<file path="src/sv/sabs_pkg.sv">
// Shared types and constants for the sorted-array binary search unit.
// No dependencies; every other file imports this package.
`timescale 1ns / 1ps
`default_nettype none

package sabs_pkg;

  localparam int DEPTH       = 1024;
  localparam int ADDR_W      = $clog2(DEPTH);
  localparam int COUNT_W     = $clog2(DEPTH + 1);
  localparam int VALUE_WIDTH = 32;

  // Function codes of a command beat
  localparam logic FUNC_WRITE  = 1'b0;
  localparam logic FUNC_SEARCH = 1'b1;

  typedef struct packed {
    logic                          func;
    logic [ADDR_W-1:0]             index;
    logic signed [VALUE_WIDTH-1:0] value;
    logic [COUNT_W-1:0]            count;
  } cmd_t;

  typedef struct packed {
    logic              found;
    logic [ADDR_W-1:0] position;
  } result_t;

  typedef struct packed {
    logic              en;
    logic [ADDR_W-1:0] addr;
  } mem_rd_t;

  typedef struct packed {
    logic                          en;
    logic [ADDR_W-1:0]             addr;
    logic signed [VALUE_WIDTH-1:0] data;
  } mem_wr_t;

  typedef enum logic [1:0] {
    S_IDLE,
    S_CHECK,
    S_CMP
  } state_t;

endpackage

`default_nettype wire

</file>
<file path="src/sv/sabs_ctrl.sv">
// Search sequencer: takes command beats, drives store reads and writes,
// compares probes against the key and emits one result beat per search.
// Depends on sabs_pkg.
`timescale 1ns / 1ps
`default_nettype none

module sabs_ctrl (
  input  wire                                     clk,
  input  wire                                     rst,
  input  wire                                     start,
  output logic                                    busy,
  input  sabs_pkg::cmd_t                          cmd,
  output logic                                    done,
  output sabs_pkg::result_t                       result,
  output sabs_pkg::mem_wr_t                       wr,
  output sabs_pkg::mem_rd_t                       rd,
  input  wire signed [sabs_pkg::VALUE_WIDTH-1:0]  rd_data
);
  import sabs_pkg::*;

  state_t state, state_next;

  logic [COUNT_W-1:0]            lo;
  logic [COUNT_W-1:0]            hp1;   // one past the upper bound
  logic [ADDR_W-1:0]             mid;
  logic signed [VALUE_WIDTH-1:0] key;

  logic                accept;
  logic                range_live;
  logic [COUNT_W:0]    mid_sum;
  logic [ADDR_W-1:0]   mid_calc;
  logic [COUNT_W-1:0]  cnt_sat;

  assign accept     = start && !busy;
  assign range_live = lo < hp1;
  // floor((lo + hi) / 2) with hi = hp1 - 1
  assign mid_sum    = {1'b0, lo} + {1'b0, hp1} - (COUNT_W + 1)'(1);
  assign mid_calc   = mid_sum[ADDR_W:1];
  assign cnt_sat    = (cmd.count > COUNT_W'(DEPTH)) ? COUNT_W'(DEPTH) : cmd.count;

  // next state
  always_comb begin
    state_next = state;
    case (state)
      S_IDLE: begin
        if (accept && cmd.func == FUNC_SEARCH) state_next = S_CHECK;
      end
      S_CHECK: begin
        state_next = range_live ? S_CMP : S_IDLE;
      end
      S_CMP: begin
        state_next = (rd_data == key) ? S_IDLE : S_CHECK;
      end
      default: state_next = S_IDLE;
    endcase
  end

  // outputs to the handshake and the store
  always_comb begin
    busy    = (state != S_IDLE);
    wr.en   = accept && cmd.func == FUNC_WRITE;
    wr.addr = cmd.index;
    wr.data = cmd.value;
    rd.en   = (state == S_CHECK) && range_live;
    rd.addr = mid_calc;
  end

  always_ff @(posedge clk) begin
    if (rst) begin
      state <= S_IDLE;
    end else begin
      state <= state_next;
    end
  end

  // search bounds and key
  always_ff @(posedge clk) begin
    if (state == S_IDLE && accept) begin
      lo  <= '0;
      hp1 <= cnt_sat;
      key <= cmd.value;
    end else if (state == S_CHECK) begin
      mid <= mid_calc;
    end else if (state == S_CMP && rd_data != key) begin
      if (rd_data > key) begin
        hp1 <= {1'b0, mid};
      end else begin
        lo  <= {1'b0, mid} + COUNT_W'(1);
      end
    end
  end

  // result beat: one cycle strobe
  always_ff @(posedge clk) begin
    if (rst) begin
      done <= 1'b0;
    end else begin
      done <= (state == S_CHECK && !range_live) || (state == S_CMP && rd_data == key);
    end
  end

  always_ff @(posedge clk) begin
    if (state == S_CHECK && !range_live) begin
      result.found    <= 1'b0;
      result.position <= '0;
    end else if (state == S_CMP && rd_data == key) begin
      result.found    <= 1'b1;
      result.position <= mid;
    end
  end

`ifndef SYNTHESIS
  // a result only ends a search
  a_done_src: assert property (@(posedge clk) disable iff (rst)
    done |-> ($past(state) == S_CHECK || $past(state) == S_CMP))
    else $error("result beat without a search step");

  // the probe lies inside the live range
  a_mid_range: assert property (@(posedge clk) disable iff (rst)
    state == S_CMP |-> ({1'b0, mid} >= lo && {1'b0, mid} < hp1))
    else $error("probe outside search range");

  // a miss reports position zero
  a_miss_pos: assert property (@(posedge clk) disable iff (rst)
    done && !result.found |-> result.position == '0)
    else $error("nonzero position on miss");

  // an accepted search holds busy
  a_search_busy: assert property (@(posedge clk) disable iff (rst)
    accept && cmd.func == FUNC_SEARCH |=> busy)
    else $error("search accepted but not busy");

  // a write never starts a search
  a_write_idle: assert property (@(posedge clk) disable iff (rst)
    accept && cmd.func == FUNC_WRITE |=> !busy && !done)
    else $error("write beat left the sequencer busy");
`endif

endmodule

`default_nettype wire
</file>
<file path="config.mk">
export PLATFORM = sky130hd
export DESIGN_NAME = sabs_ctrl
export DESIGN_NICKNAME = d
export VERILOG_FILES = /design/src/sv/sabs_pkg.sv /design/src/sv/sabs_ctrl.sv
export SDC_FILE = /design/constraint.sdc
export NUM_CORES = 1
export LEC_CHECK = 0
export ABC_CLOCK_PERIOD_IN_PS = 3600
export BUFFER_PORTS_ARGS = -buffer_cell sky130_fd_sc_hd__buf_2
export CELL_PAD_IN_SITES_DETAIL_PLACEMENT = 0
export CELL_PAD_IN_SITES_GLOBAL_PLACEMENT = 1
export CORE_ASPECT_RATIO = 0.5
export CORE_UTILIZATION = 35
export DETAILED_ROUTE_END_ITERATION = 8
export GPL_TIMING_DRIVEN = 0
export PLACE_DENSITY = 0.76
export SLEW_MARGIN = 15
export SYNTH_ARGS = -nofsm -noshare
export SYNTH_HDL_FRONTEND = slang
export SYNTH_SLANG_ARGS = --single-unit
</file>
<file path="constraint.sdc">
create_clock -name clk -period 3.6 [get_ports clk]
set_input_delay 0.72 -clock clk [delete_from_list [all_inputs] [get_ports clk]]
set_output_delay 0.72 -clock clk [all_outputs]
set_load 0.03 [all_outputs]
</file>
; ---- Word-level counts from Yosys, hierarchy flattened
; Cells that the tools add are included.
; W data, S select, Z words.
[totals]
regBits = 78
[op_classes]
n_reduce_logical = 18
add_sub_neg = 3
muxes = 9
n_lt_le_gt_ge = 3
n_eq_ne = 6
n_bitwise = 4
[ops]
columns = cell, count
row1 = $mux W11, 5
row2 = $eq A32 B32 Y1, 1
row3 = $gt A32 B32 Y1, 1
row4 = $ne A32 B32 Y1, 1
row5 = $add A10 B1 Y11 const B, 1
row6 = $add A11 B11 Y11, 1
row7 = $gt A11 B11 Y1 const B, 1
row8 = $lt A11 B11 Y1, 1
row9 = $sub A11 B1 Y11 const B, 1
row10 = $logic_and A1 B1 Y1, 8
row11 = $pmux W2 S3, 1
row12 = $reduce_and A3 Y1, 2
row13 = $reduce_bool A2 Y1, 3
row14 = $mux W2, 2
row15 = $not A1 Y1, 4
row16 = $eq A2 B1 Y1 const B, 1
row17 = $eq A2 B2 Y1 const B, 1
row18 = $logic_not A1 Y1, 2
row19 = $logic_not A2 Y1, 1
row20 = $ne A2 B1 Y1 const B, 1
row21 = $ne A2 B2 Y1 const B, 1
row22 = $reduce_and A2 Y1, 1
row23 = $logic_or A1 B1 Y1, 1
row24 = $mux W1, 1

; ---- Logic depth before layout (Yosys ltp)
; Gate-level depths: netlist of run 1.
[depth]
ltp_word = 6
ltp_mapped = 13
mapped_depth_nobuf = 13

; ---- Worst setup path after synthesis of run 1
; Ideal clock, no wire load.
[synth_path]
path_kind = register to output
start = register lo[2]
end = output port rd[7] (netlist name)
path_stages_with_launch = 11
path_slack_ns = 0.280
arrival_ns = 2.600
cell_sequence = dfxtp_1 inv_1 ha_1 inv_1 ha_1 a21o_1 a21oi_1 o21bai_1 a2111oi_1 nor2_1 xnor2_1
[synth_lines]
columns = item, line
row1 = start: declaration, sabs_ctrl.sv:23  ; logic [COUNT_W-1:0] lo;
row2 = start signal: assignment, sabs_ctrl.sv:88  ; lo <= {1'b0, mid} + COUNT_W'(1);
row3 = end: declaration, sabs_ctrl.sv:16  ; output sabs_pkg::mem_rd_t rd,

==> impl_metrics.py, run 1 <==
metrics = {
    "run_status": {
        "status": "complete, no violations",
    },
    "power_and_ir_drop": {
        "vdd_ir_drop_max_uv": 218,
        "power_density_nw_per_um2": 649,
        "fin_total_pwr_uw": 4410,
        "p_leak_uw": 0.00323,
    },
    "layout": {
        "stdcell_area_um2": 6800,
        "multi_input_area_um2": 2610,
        "layout_commonest_cell": "buf_2",
        "final_nets": 853,
        "antenna_cells": 0,
        "nFillCells": 1446,
        "ff_latch_area_um2": 2100,
        "area_growth_pct": 28.8,
        "drive_above_1_share_pct": 38.2,
        "layout_common_cells": "buf_2, inv_1, buf_4",
    },
    "timing": {
        "tightest_slew_ns": 0.774,
        "period_needed_ns": 3.54,
        "slew_headroom_pct": 48.1,
        "skew_ns": 0.00805,
        "rsz0062_at_grt": "true",
        "final-hold-violation-count": 0,
        "clock.fmax_mhz": 282,
        "finalMaxSlewViolations": 0,
        "timing.final.crit_share_pct": 98.4,
        "setup_violations": 0,
        "tns_ns": 0,
    },
    "flow_run": {
        "maxCapViolations": 0,
    },
    "placement": {
        "gp_congestion": 0.825,
        "portBuffers": 145,
        "place_area_um2": 6250,
        "hpwl_um": 9560,
    },
    "clock_network": {
        "cts_tree": "yes",
        "cts_sinks": 78,
        "cts_hold_buf": 0,
        "cts_made_buffers": 9,
        "clkTransAtPathRegs_ns": 0.06,
        "root_buffer": "clkbuf_16",
        "clk_latency_ns": 0.33,
        "htree_levels": 3,
        "clk_path_buf_depth": 2,
    },
    "synthesis": {
        "syn_area_um2": 5280,
        "synth_cells": 532,
        "synthArstFlopShare_pct": 0,
        "ys_seq_area_share_pct": 39.6,
        "synth_edf_count": 53,
        "syn-num-nets": 683,
        "synth_ff_type": "edfxtp_1",
        "syn_area_per_cell_um2": 9.92,
        "synth_cell_types": 59,
        "yosys_warnings": 0,
        "ys_seq_elements": 78,
    },
    "setup_path": {
        "r2r_cells": 10,
        "crit_fanout": 2,
        "worstSetupEndpointType": "output pin",
        "startpoint_type": "register",
        "rr_startpoint": "key[15]",
        "cp.arrival_ns": 2.82,
        "regToRegEndpoint": "hp1[8]",
        "critPathKind": "register to output pin",
        "cp.required_ns": 2.88,
        "worst-r2r-setup-slack_ns": 0.64,
    },
    "floorplan": {
        "die_area_um2": 15600,
        "rows": 31,
        "core_um2": 14600,
        "die_w_um": 176,
        "ioPinCount": 156,
        "start_util_pct": 36.2,
        "die_h_um": 88.8,
    },
    "worst_hold_path": {
        "hp-start": "result[10]",
        "hold_depth": 2,
        "holdCritPathClass": "register to register",
        "holdPathEnd": "result[10]",
    },
    "routing": {
        "via_per_inst": 4.69,
        "final_antenna_net_count": 0,
        "drtIter0Drc": 208,
        "route.vias.total": 4241,
        "drt_pass1_iterations": 4,
        "remaining_drc_errors": 0,
        "routedWlPerCell_um": 13.7,
        "wirelength_um": 12400,
    },
    "global_route": {
        "grt_pass1_vias": 4042,
        "grt_max_degree": 35,
        "grt_overflow": 0,
        "track_usage_pct": 16.2,
        "grt_antenna_before_repair": 1,
        "grt_pass1_wl_um": 19500,
    },
}
-- area by class of cell --
type | count | share of cell area (%)
plain buffers | 56 | 5.85
clock buffers | 12 | 3.48
clock inverters | 4 | 1.07
inverters | 77 | 4.29
multi-input cells | 321 | 38.4
flip-flops and latches | 78 | 30.9
well taps | 198 | 3.65
repair buffers | 159 | 12.4
-- through the flow --
step	instances	hold WS (ns)	utilization (%)	setup slack (ns)
after detailed placement	875	0.467	42.9	-0.150
after floorplan	532	0.455	-	0.280
after CTS	901	0.480	45.9	0.00552
after global placement	875	0.450	42.9	-0.146
after global routing	905	0.501	46.6	-0.0996
final	905	0.475	46.6	0.0594
-- synth_stat cells, types with 2 or more instances --
library cell | instances | share of area, %
inv_1 | 77 | 5.5
buf_6 | 3 | 0.64
a21oi_1 | 25 | 2.4
or2_2 | 3 | 0.36
mux2_4 | 4 | 1.1
o21bai_1 | 4 | 0.57
mux2_2 | 4 | 0.85
a21o_1 | 4 | 0.57
nor2_1 | 34 | 2.4
xnor2_1 | 13 | 2.2
buf_4 | 43 | 6.1
and2_1 | 2 | 0.24
and3_1 | 3 | 0.36
clkbuf_1 | 6 | 0.43
dfxtp_1 | 25 | 9.5
xor2_1 | 4 | 0.66
edfxtp_1 | 53 | 30
mux2i_1 | 15 | 2.8
a31oi_1 | 7 | 0.83
nor4_4 | 2 | 0.81
nand3_1 | 12 | 1.1
o221ai_1 | 9 | 1.5
nor2b_1 | 5 | 0.59
nand2_1 | 38 | 2.7
ha_1 | 61 | 14
nand2b_1 | 11 | 1.3
and4_1 | 2 | 0.33
o211ai_1 | 2 | 0.28
a2bb2oi_1 | 3 | 0.50
buf_2 | 2 | 0.19
nand4_1 | 7 | 0.83
o21ai_0 | 13 | 1.2
a2bb2oi_2 | 3 | 0.85
o22a_1 | 2 | 0.33
a22o_1 | 4 | 0.66
o31ai_2 | 2 | 0.47
nor4_1 | 3 | 0.36
-- how the worst max path moves through the flow --
stage / start / end / slack [ns] / cells after the start
6_report: hp1[2] / rd[9] / 0.06 / 12
5_1_grt: hp1[2] / rd[9] / -0.1 / 12
4_1_cts: lo[2] / rd[9] / 0.006 / 12
3_5_place_dp: lo[2] / rd[9] / -0.15 / 12
3_3_place_gp: lo[2] / rd[9] / -0.15 / 12
2_1_floorplan: lo[2] / rd[7] / 0.28 / 10
-- routing by layer --
metal | vias up | routed length [um] | global-route usage [%]
met5 | - | 12 | 0
met4 | 2 | 97 | 4.27
met3 | 11 | 680 | 4.04
met2 | 116 | 5750 | 27.6
met1 | 1963 | 5890 | 20.7
li1 | 2149 | - | -
-- worst max-delay path, stage by stage (launching register included) --
cell       delay [ns]
edfxtp_1         0.37
inv_2            0.10
ha_4             0.21
inv_4            0.06
ha_4             0.18
a21o_1           0.19
a21oi_2          0.17
o21bai_2         0.11
a2111oi_4        0.42
o31ai_2          0.11
a21oi_1          0.19
xnor2_1          0.18
buf_4            0.20
-- report_power, final --
group / internal [uW] / leakage, uW / switching, uW
sequential: 1150 / 0.000716 / 123
combinational: 925 / 0.00237 / 1250
clock: 608 / 0.000148 / 359
total: 2680 / 0.00323 / 1730
-- cell families (layout without fill, tap and decap cells) --
group	count (synthesis)	after routing	share of synthesized area, %
flops	78	78	39.6
compound gates	93	93	12.8
xor+xnor	17	17	2.82
buf+inv	133	308	13.0
mux	23	23	4.84
simple gates	126	126	12.0
fa+ha+maj	62	62	14.8
-- state kept, by name (all words and copies together) (netlist names) --
register	cells
done	1
hp1	11
key	32
lo	11
mid	10
result	11
state	2
-- what timing repair did --
item / CTS / global route
pin swaps: 12 / 12
setup buffers: 10 / 4
gates resized for setup: 17 / 16
hold endpoints to repair: 0 / 0
endpoints found under the setup margin: 3 / 3
Power figures use the tool's default switching activity.
==> run 2, diff against run 1 <==
--- a/config.mk
+++ b/config.mk
@@ -10,6 +10,7 @@
 export CELL_PAD_IN_SITES_DETAIL_PLACEMENT = 0
 export CELL_PAD_IN_SITES_GLOBAL_PLACEMENT = 1
 export CORE_ASPECT_RATIO = 0.5
+export CORE_MARGIN = 5
 export CORE_UTILIZATION = 35
 export DETAILED_ROUTE_END_ITERATION = 8
 export GPL_TIMING_DRIVEN = 0
==> run 2 against run 1 <==
Compared with the run above:
- cell count fell by 0.88%
- final area fell by 1.4%
- die area rose by 14%
- routed wire length rose by 5.5%
- sequential share of layout area rose by 0.44 points
- clock power rose by 2%
- largest power group unchanged
- core utilization fell by 0.78 points
- largest cell class unchanged
==> impl_metrics.py, run 2 (synthesis gave the netlist of run 1 again) <==
metrics = {
    "clock_network": {
        "clk_path_buf_depth": 2,
        "cts_tree": "yes",
        "cts_hold_buf": 0,
        "cts_sinks": 78,
        "root_buffer": "clkbuf_16",
        "cts_made_buffers": 9,
        "clkTransAtPathRegs_ns": 0.06,
        "htree_levels": 3,
        "clk_latency_ns": 0.33,
    },
    "floorplan": {
        "start_util_pct": 36.1,
        "rows": 31,
        "ioPinCount": 156,
        "core_um2": 14600,
        "die_w_um": 184,
        "die_h_um": 96.8,
        "die_area_um2": 17800,
    },
    "setup_path": {
        "cp.required_ns": 2.88,
        "critPathKind": "register to output pin",
        "cp.arrival_ns": 2.78,
        "worstSetupEndpointType": "output pin",
        "startpoint_type": "register",
        "crit_fanout": 3,
    },
    "timing": {
        "period_needed_ns": 3.50,
        "skew_ns": 0.00932,
        "rsz0062_at_grt": "true",
        "fin_ws_ns": 0.0970,
        "slew_headroom_pct": 48.3,
        "timing.final.crit_share_pct": 97.3,
        "final-hold-violation-count": 0,
        "hold_slack_ns": 0.473,
        "finalMaxSlewViolations": 0,
        "clock.fmax_mhz": 285,
        "tightest_slew_ns": 0.773,
        "setup_violations": 0,
    },
    "placement": {
        "portBuffers": 145,
        "gp_congestion": 0.777,
        "hpwl_um": 10200,
        "pre_cts_slack_ns": -0.187,
    },
    "layout": {
        "antenna_cells": 0,
        "layout_commonest_cell": "buf_2",
        "layout_common_cells": "buf_2, inv_1, ha_1",
        "drive_above_1_share_pct": 36.8,
        "final_nets": 845,
        "area_growth_pct": 27.0,
        "nFillCells": 1417,
        "largest_reg_flops": 32,
        "top_register": "key",
    },
    "routing": {
        "drtIter0Drc": 158,
        "drt_pass1_iterations": 5,
        "routedWlPerCell_um": 14.6,
        "remaining_drc_errors": 0,
        "final_antenna_net_count": 0,
        "wirelength_um": 13100,
        "via_per_inst": 4.73,
        "route.vias.total": 4241,
    },
    "flow_run": {
        "maxCapViolations": 0,
    },
    "global_route": {
        "grt_pass1_vias": 4320,
        "grt_max_degree": 35,
        "grt_pass1_wl_um": 21100,
        "track_usage_pct": 14.6,
        "grt_antenna_before_repair": 1,
        "grt_overflow": 0,
    },
    "power_and_ir_drop": {
        "vdd_ir_drop_max_uv": 249,
        "power_density_nw_per_um2": 633,
        "p_leak_uw": 0.00318,
    },
    "run_status": {
        "status": "complete, no violations",
    },
    "worst_hold_path": {
        "holdCritPathClass": "register to register",
    },
}
run 2: changes by cell type in the layout (fill, tap and decap cells not counted), sizes merged:
cell      change
buf           -8
clkinv        -1
clkinvlp      +1
run 2: worst paths after layout:
| path | from | endpoint | slack [ns] | depth (start not counted) |
|---|---|---|---|---|
| worst max-delay path | lo[1] | rd[8] | 0.1 | 14 |
| worst min-delay path | result[10] | result[10] | 0.47 | 2 |
| worst max register to register | key[11] | hp1[10] | 0.67 | 10 |
| worst min register to register | result[10] | result[10] | 0.47 | 2 |
run 2: power by group:
part           switching (uW)  internal [uW]
sequential                124           1150
clock                     361            625
combinational            1200            784
run 2: stage by stage:
step	util [%]	cell area, um^2	TNS, ns	instances	total power (uW)
finish	45.8	6700	0	897	4240
global route	45.8	6700	-0.144	897	4510
CTS	45.5	6650	0	895	4240
detailed placement	42.8	6250	-0.187	875	3100
global placement	42.7	6250	-0.142	875	3070
floorplan	-	5280	0	532	2580
run 2: per-layer routing:
metal | global-route usage [%] | vias up | routed length (um)
met4 | 3.95 | 2 | 181
li1 | - | 2136 | -
met1 | 18.6 | 1982 | 6080
met3 | 3.75 | 13 | 667
met2 | 24.4 | 108 | 6190
met5 | 0 | - | 7
run 2: cell type report:
cell class              count  area (um^2)  share of cell area (%)
plain buffers              56          398                    5.94
clock inverters             4         71.3                    1.06
well taps                 198          248                    3.70
multi-input cells         321         2570                    38.4
clock buffers              12          246                    3.68
flip-flops and latches     78         2100                    31.3
repair buffers            151          776                    11.6
inverters                  77          292                    4.35
run 2: critical path, cell delays in order (launching register included):
cell      delay (ns)
dfxtp_2         0.35
inv_1           0.05
ha_1            0.29
inv_2           0.06
ha_2            0.17
inv_1           0.05
fa_2            0.35
inv_1           0.06
a21oi_1         0.06
o21bai_1        0.17
a21o_1          0.16
a21oi_2         0.07
o21ai_1         0.16
xor2_1          0.23
buf_4           0.20
run 2: repair_timing:
action / CTS / global route
gates cloned: 0 / 0
gates resized for setup: 16 / 7
setup endpoints to repair: 3 / 4
setup buffers: 4 / 2
endpoints found under the hold margin: 0 / 0
pin swaps: 10 / 5
==> run 3, diff against run 2 <==
--- a/config.mk
+++ b/config.mk
@@ -12,9 +12,11 @@
 export CORE_ASPECT_RATIO = 0.5
 export CORE_MARGIN = 5
 export CORE_UTILIZATION = 35
+export CTS_BUF_LIST = sky130_fd_sc_hd__clkbuf_16
 export DETAILED_ROUTE_END_ITERATION = 8
 export GPL_TIMING_DRIVEN = 0
 export PLACE_DENSITY = 0.76
+export SKIP_LAST_GASP = 1
 export SLEW_MARGIN = 15
 export SYNTH_ARGS = -nofsm -noshare
 export SYNTH_HDL_FRONTEND = slang
==> run 3 against run 2 <==
Compared with the run above:
- fmax decreased by 1.2%
- sequential power barely moved
- sequential cell count stayed put
- power increased by 1.2%
- sequential share of layout area down 0.14 points
- critical path type unchanged
==> impl_metrics.py, run 3 (synthesis gave the netlist of run 1 again) <==
metrics = {
    "floorplan": {
        "die_area_um2": 17800,
        "die_h_um": 96.8,
        "core_um2": 14600,
        "start_util_pct": 36.1,
        "ioPinCount": 156,
        "rows": 31,
        "die_w_um": 184,
    },
    "timing": {
        "final-hold-violation-count": 0,
        "setup_violations": 0,
        "skew_ns": 0.00926,
        "rsz0062_at_grt": "true",
        "finalMaxSlewViolations": 0,
        "tightest_slew_ns": 0.781,
        "timing.final.crit_share_pct": 98.4,
        "clock.fmax_mhz": 282,
        "period_needed_ns": 3.54,
        "hold_slack_ns": 0.473,
        "slew_headroom_pct": 47.7,
        "tns_ns": 0,
    },
    "power_and_ir_drop": {
        "p_sw_share_pct": 39.6,
        "pwr-share-clk_pct": 22.3,
        "p_seq_share_pct": 29.6,
        "p_int_uw": 2590,
        "power_density_nw_per_um2": 638,
        "combPwrFrac_pct": 48.1,
        "power_switching_uw": 1700,
        "vdd_ir_drop_max_uv": 250,
        "p_leak_uw": 0.00320,
    },
    "global_route": {
        "grt_max_degree": 35,
        "grt_antenna_before_repair": 1,
        "grt_pass1_vias": 4320,
        "track_usage_pct": 14.6,
        "grt_overflow": 0,
        "grt_pass1_wl_um": 21100,
    },
    "setup_path": {
        "critPathKind": "register to output pin",
        "worstSetupEndpointType": "output pin",
        "regToRegEndpoint": "hp1[10]",
        "worst-r2r-setup-slack_ns": 0.67,
        "startpoint": "hp1[2]",
        "critPathMostFrequentCell": "ha_4",
        "path_depth": 12,
        "cp.arrival_ns": 2.82,
        "startpoint_type": "register",
        "path_cells": "inv_2 -> ha_4 -> inv_4 -> ha_4 -> a21o_1 -> a21oi_2 -> o21bai_2 -> a2111oi_4 -> o31ai_1 -> a21oi_1 -> xnor2_1 -> buf_4",
        "crit_fanout": 2,
        "setup.worst_path.end": "rd[9]",
        "rr_startpoint": "key[31]",
        "crit_path_top_delay_cell": "edfxtp_1",
        "cp_top_family": "compound AO/OA/AOI/OAI gates",
        "max_stage_delay_ns": 0.40,
        "cp.required_ns": 2.88,
        "crit_buf_inv": 3,
        "r2r_cells": 10,
    },
    "layout": {
        "final_nets": 847,
        "ff_latch_area_um2": 2100,
        "nFillCells": 1416,
        "utilization_pct": 46.0,
        "drive_above_1_share_pct": 37.5,
        "largest_reg_flops": 32,
        "antenna_cells": 0,
        "layout_common_cells": "buf_2, inv_1, ha_1",
        "top_register": "key",
        "final-instance-count-excl-fill": 899,
        "multi_input_area_um2": 2590,
        "layout_commonest_cell": "buf_2",
        "area_growth_pct": 27.6,
    },
    "clock_network": {
        "cts_made_buffers": 9,
        "clk_latency_ns": 0.33,
        "root_buffer": "clkbuf_16",
        "htree_levels": 3,
        "cts_tree": "yes",
        "cts_hold_buf": 0,
        "cts_sinks": 78,
        "clkTransAtPathRegs_ns": 0.06,
        "clk_path_buf_depth": 2,
    },
    "routing": {
        "drtIter0Drc": 153,
        "wirelength_um": 13100,
        "route.vias.total": 4246,
        "final_antenna_net_count": 0,
        "routedWlPerCell_um": 14.6,
        "via_per_inst": 4.72,
        "drt_pass1_iterations": 4,
        "remaining_drc_errors": 0,
    },
    "run_status": {
        "status": "complete, no violations",
    },
    "worst_hold_path": {
        "holdCritPathClass": "register to register",
    },
    "placement": {
        "hpwl_um": 10200,
        "portBuffers": 145,
        "gp_congestion": 0.777,
        "dp.cells": 875,
    },
    "flow_run": {
        "maxCapViolations": 0,
    },
}
[run 3: how the worst min path moves through the flow]
stage,cells after the start,slack [ns],start,to
after detailed placement,2,0.46,result[10],result[10]
after global placement,2,0.45,result[10],result[10]
after floorplan,2,0.46,lo[9],lo[9]
after global routing,2,0.51,result[10],result[10]
final,2,0.47,result[10],result[10]
after CTS,2,0.48,result[10],result[10]
[run 3: layer usage]
layer / global-route usage, % / up-vias / wire length, um
met1: 18.6 / 1966 / 6050
li1: - / 2139 / -
met4: 3.95 / 2 / 204
met2: 24.4 / 124 / 6160
met3: 3.75 / 15 / 684
met5: 0 / - / 7
[run 3: tightest hold or removal path, cell delays in order, from the launching register on]
cell and delay (ns):
dfxtp_1 0.32, nor2_1 0.05, nor2_1 0.07
[run 3: metrics by stage]
step | power, uW | setup WS, ns | area [um^2]
final | 4290 | 0.0561 | 6730
after global placement | 3070 | -0.142 | 6250
after floorplan | 2580 | 0.280 | 5280
after detailed placement | 3100 | -0.187 | 6250
after global routing | 4570 | -0.111 | 6730
after CTS | 4210 | -0.0443 | 6640
[run 3: power by group through the flow]
stage | logic (uW) | registers (uW) | clock network [uW]
4_1_cts | 1950 | 1270 | 985
3_5_place_dp | 1810 | 1280 | 0
2_1_floorplan | 1350 | 1230 | 0
5_1_grt | 2280 | 1280 | 1010
6_report | 2060 | 1270 | 957
3_3_place_gp | 1790 | 1280 | 0
[run 3: final cells by class]
| cell class | instances | area share [%] |
|---|---|---|
| Inverter | 77 | 4.33 |
| Clock buffer | 9 | 3.35 |
| Clock inverter | 7 | 1.23 |
| Sequential cell | 78 | 31.2 |
| Timing Repair Buffer | 153 | 11.8 |
| Buffer | 56 | 5.91 |
| Multi-Input combinational cell | 321 | 38.5 |
| Tap cell | 198 | 3.68 |
[run 3: repair_timing]
action | in CTS | in global routing
gates cloned | 0 | 0
pin swaps | 9 | 17
setup endpoints to repair | 3 | 4
resized for setup | 13 | 18
buffers inserted | 4 | 4
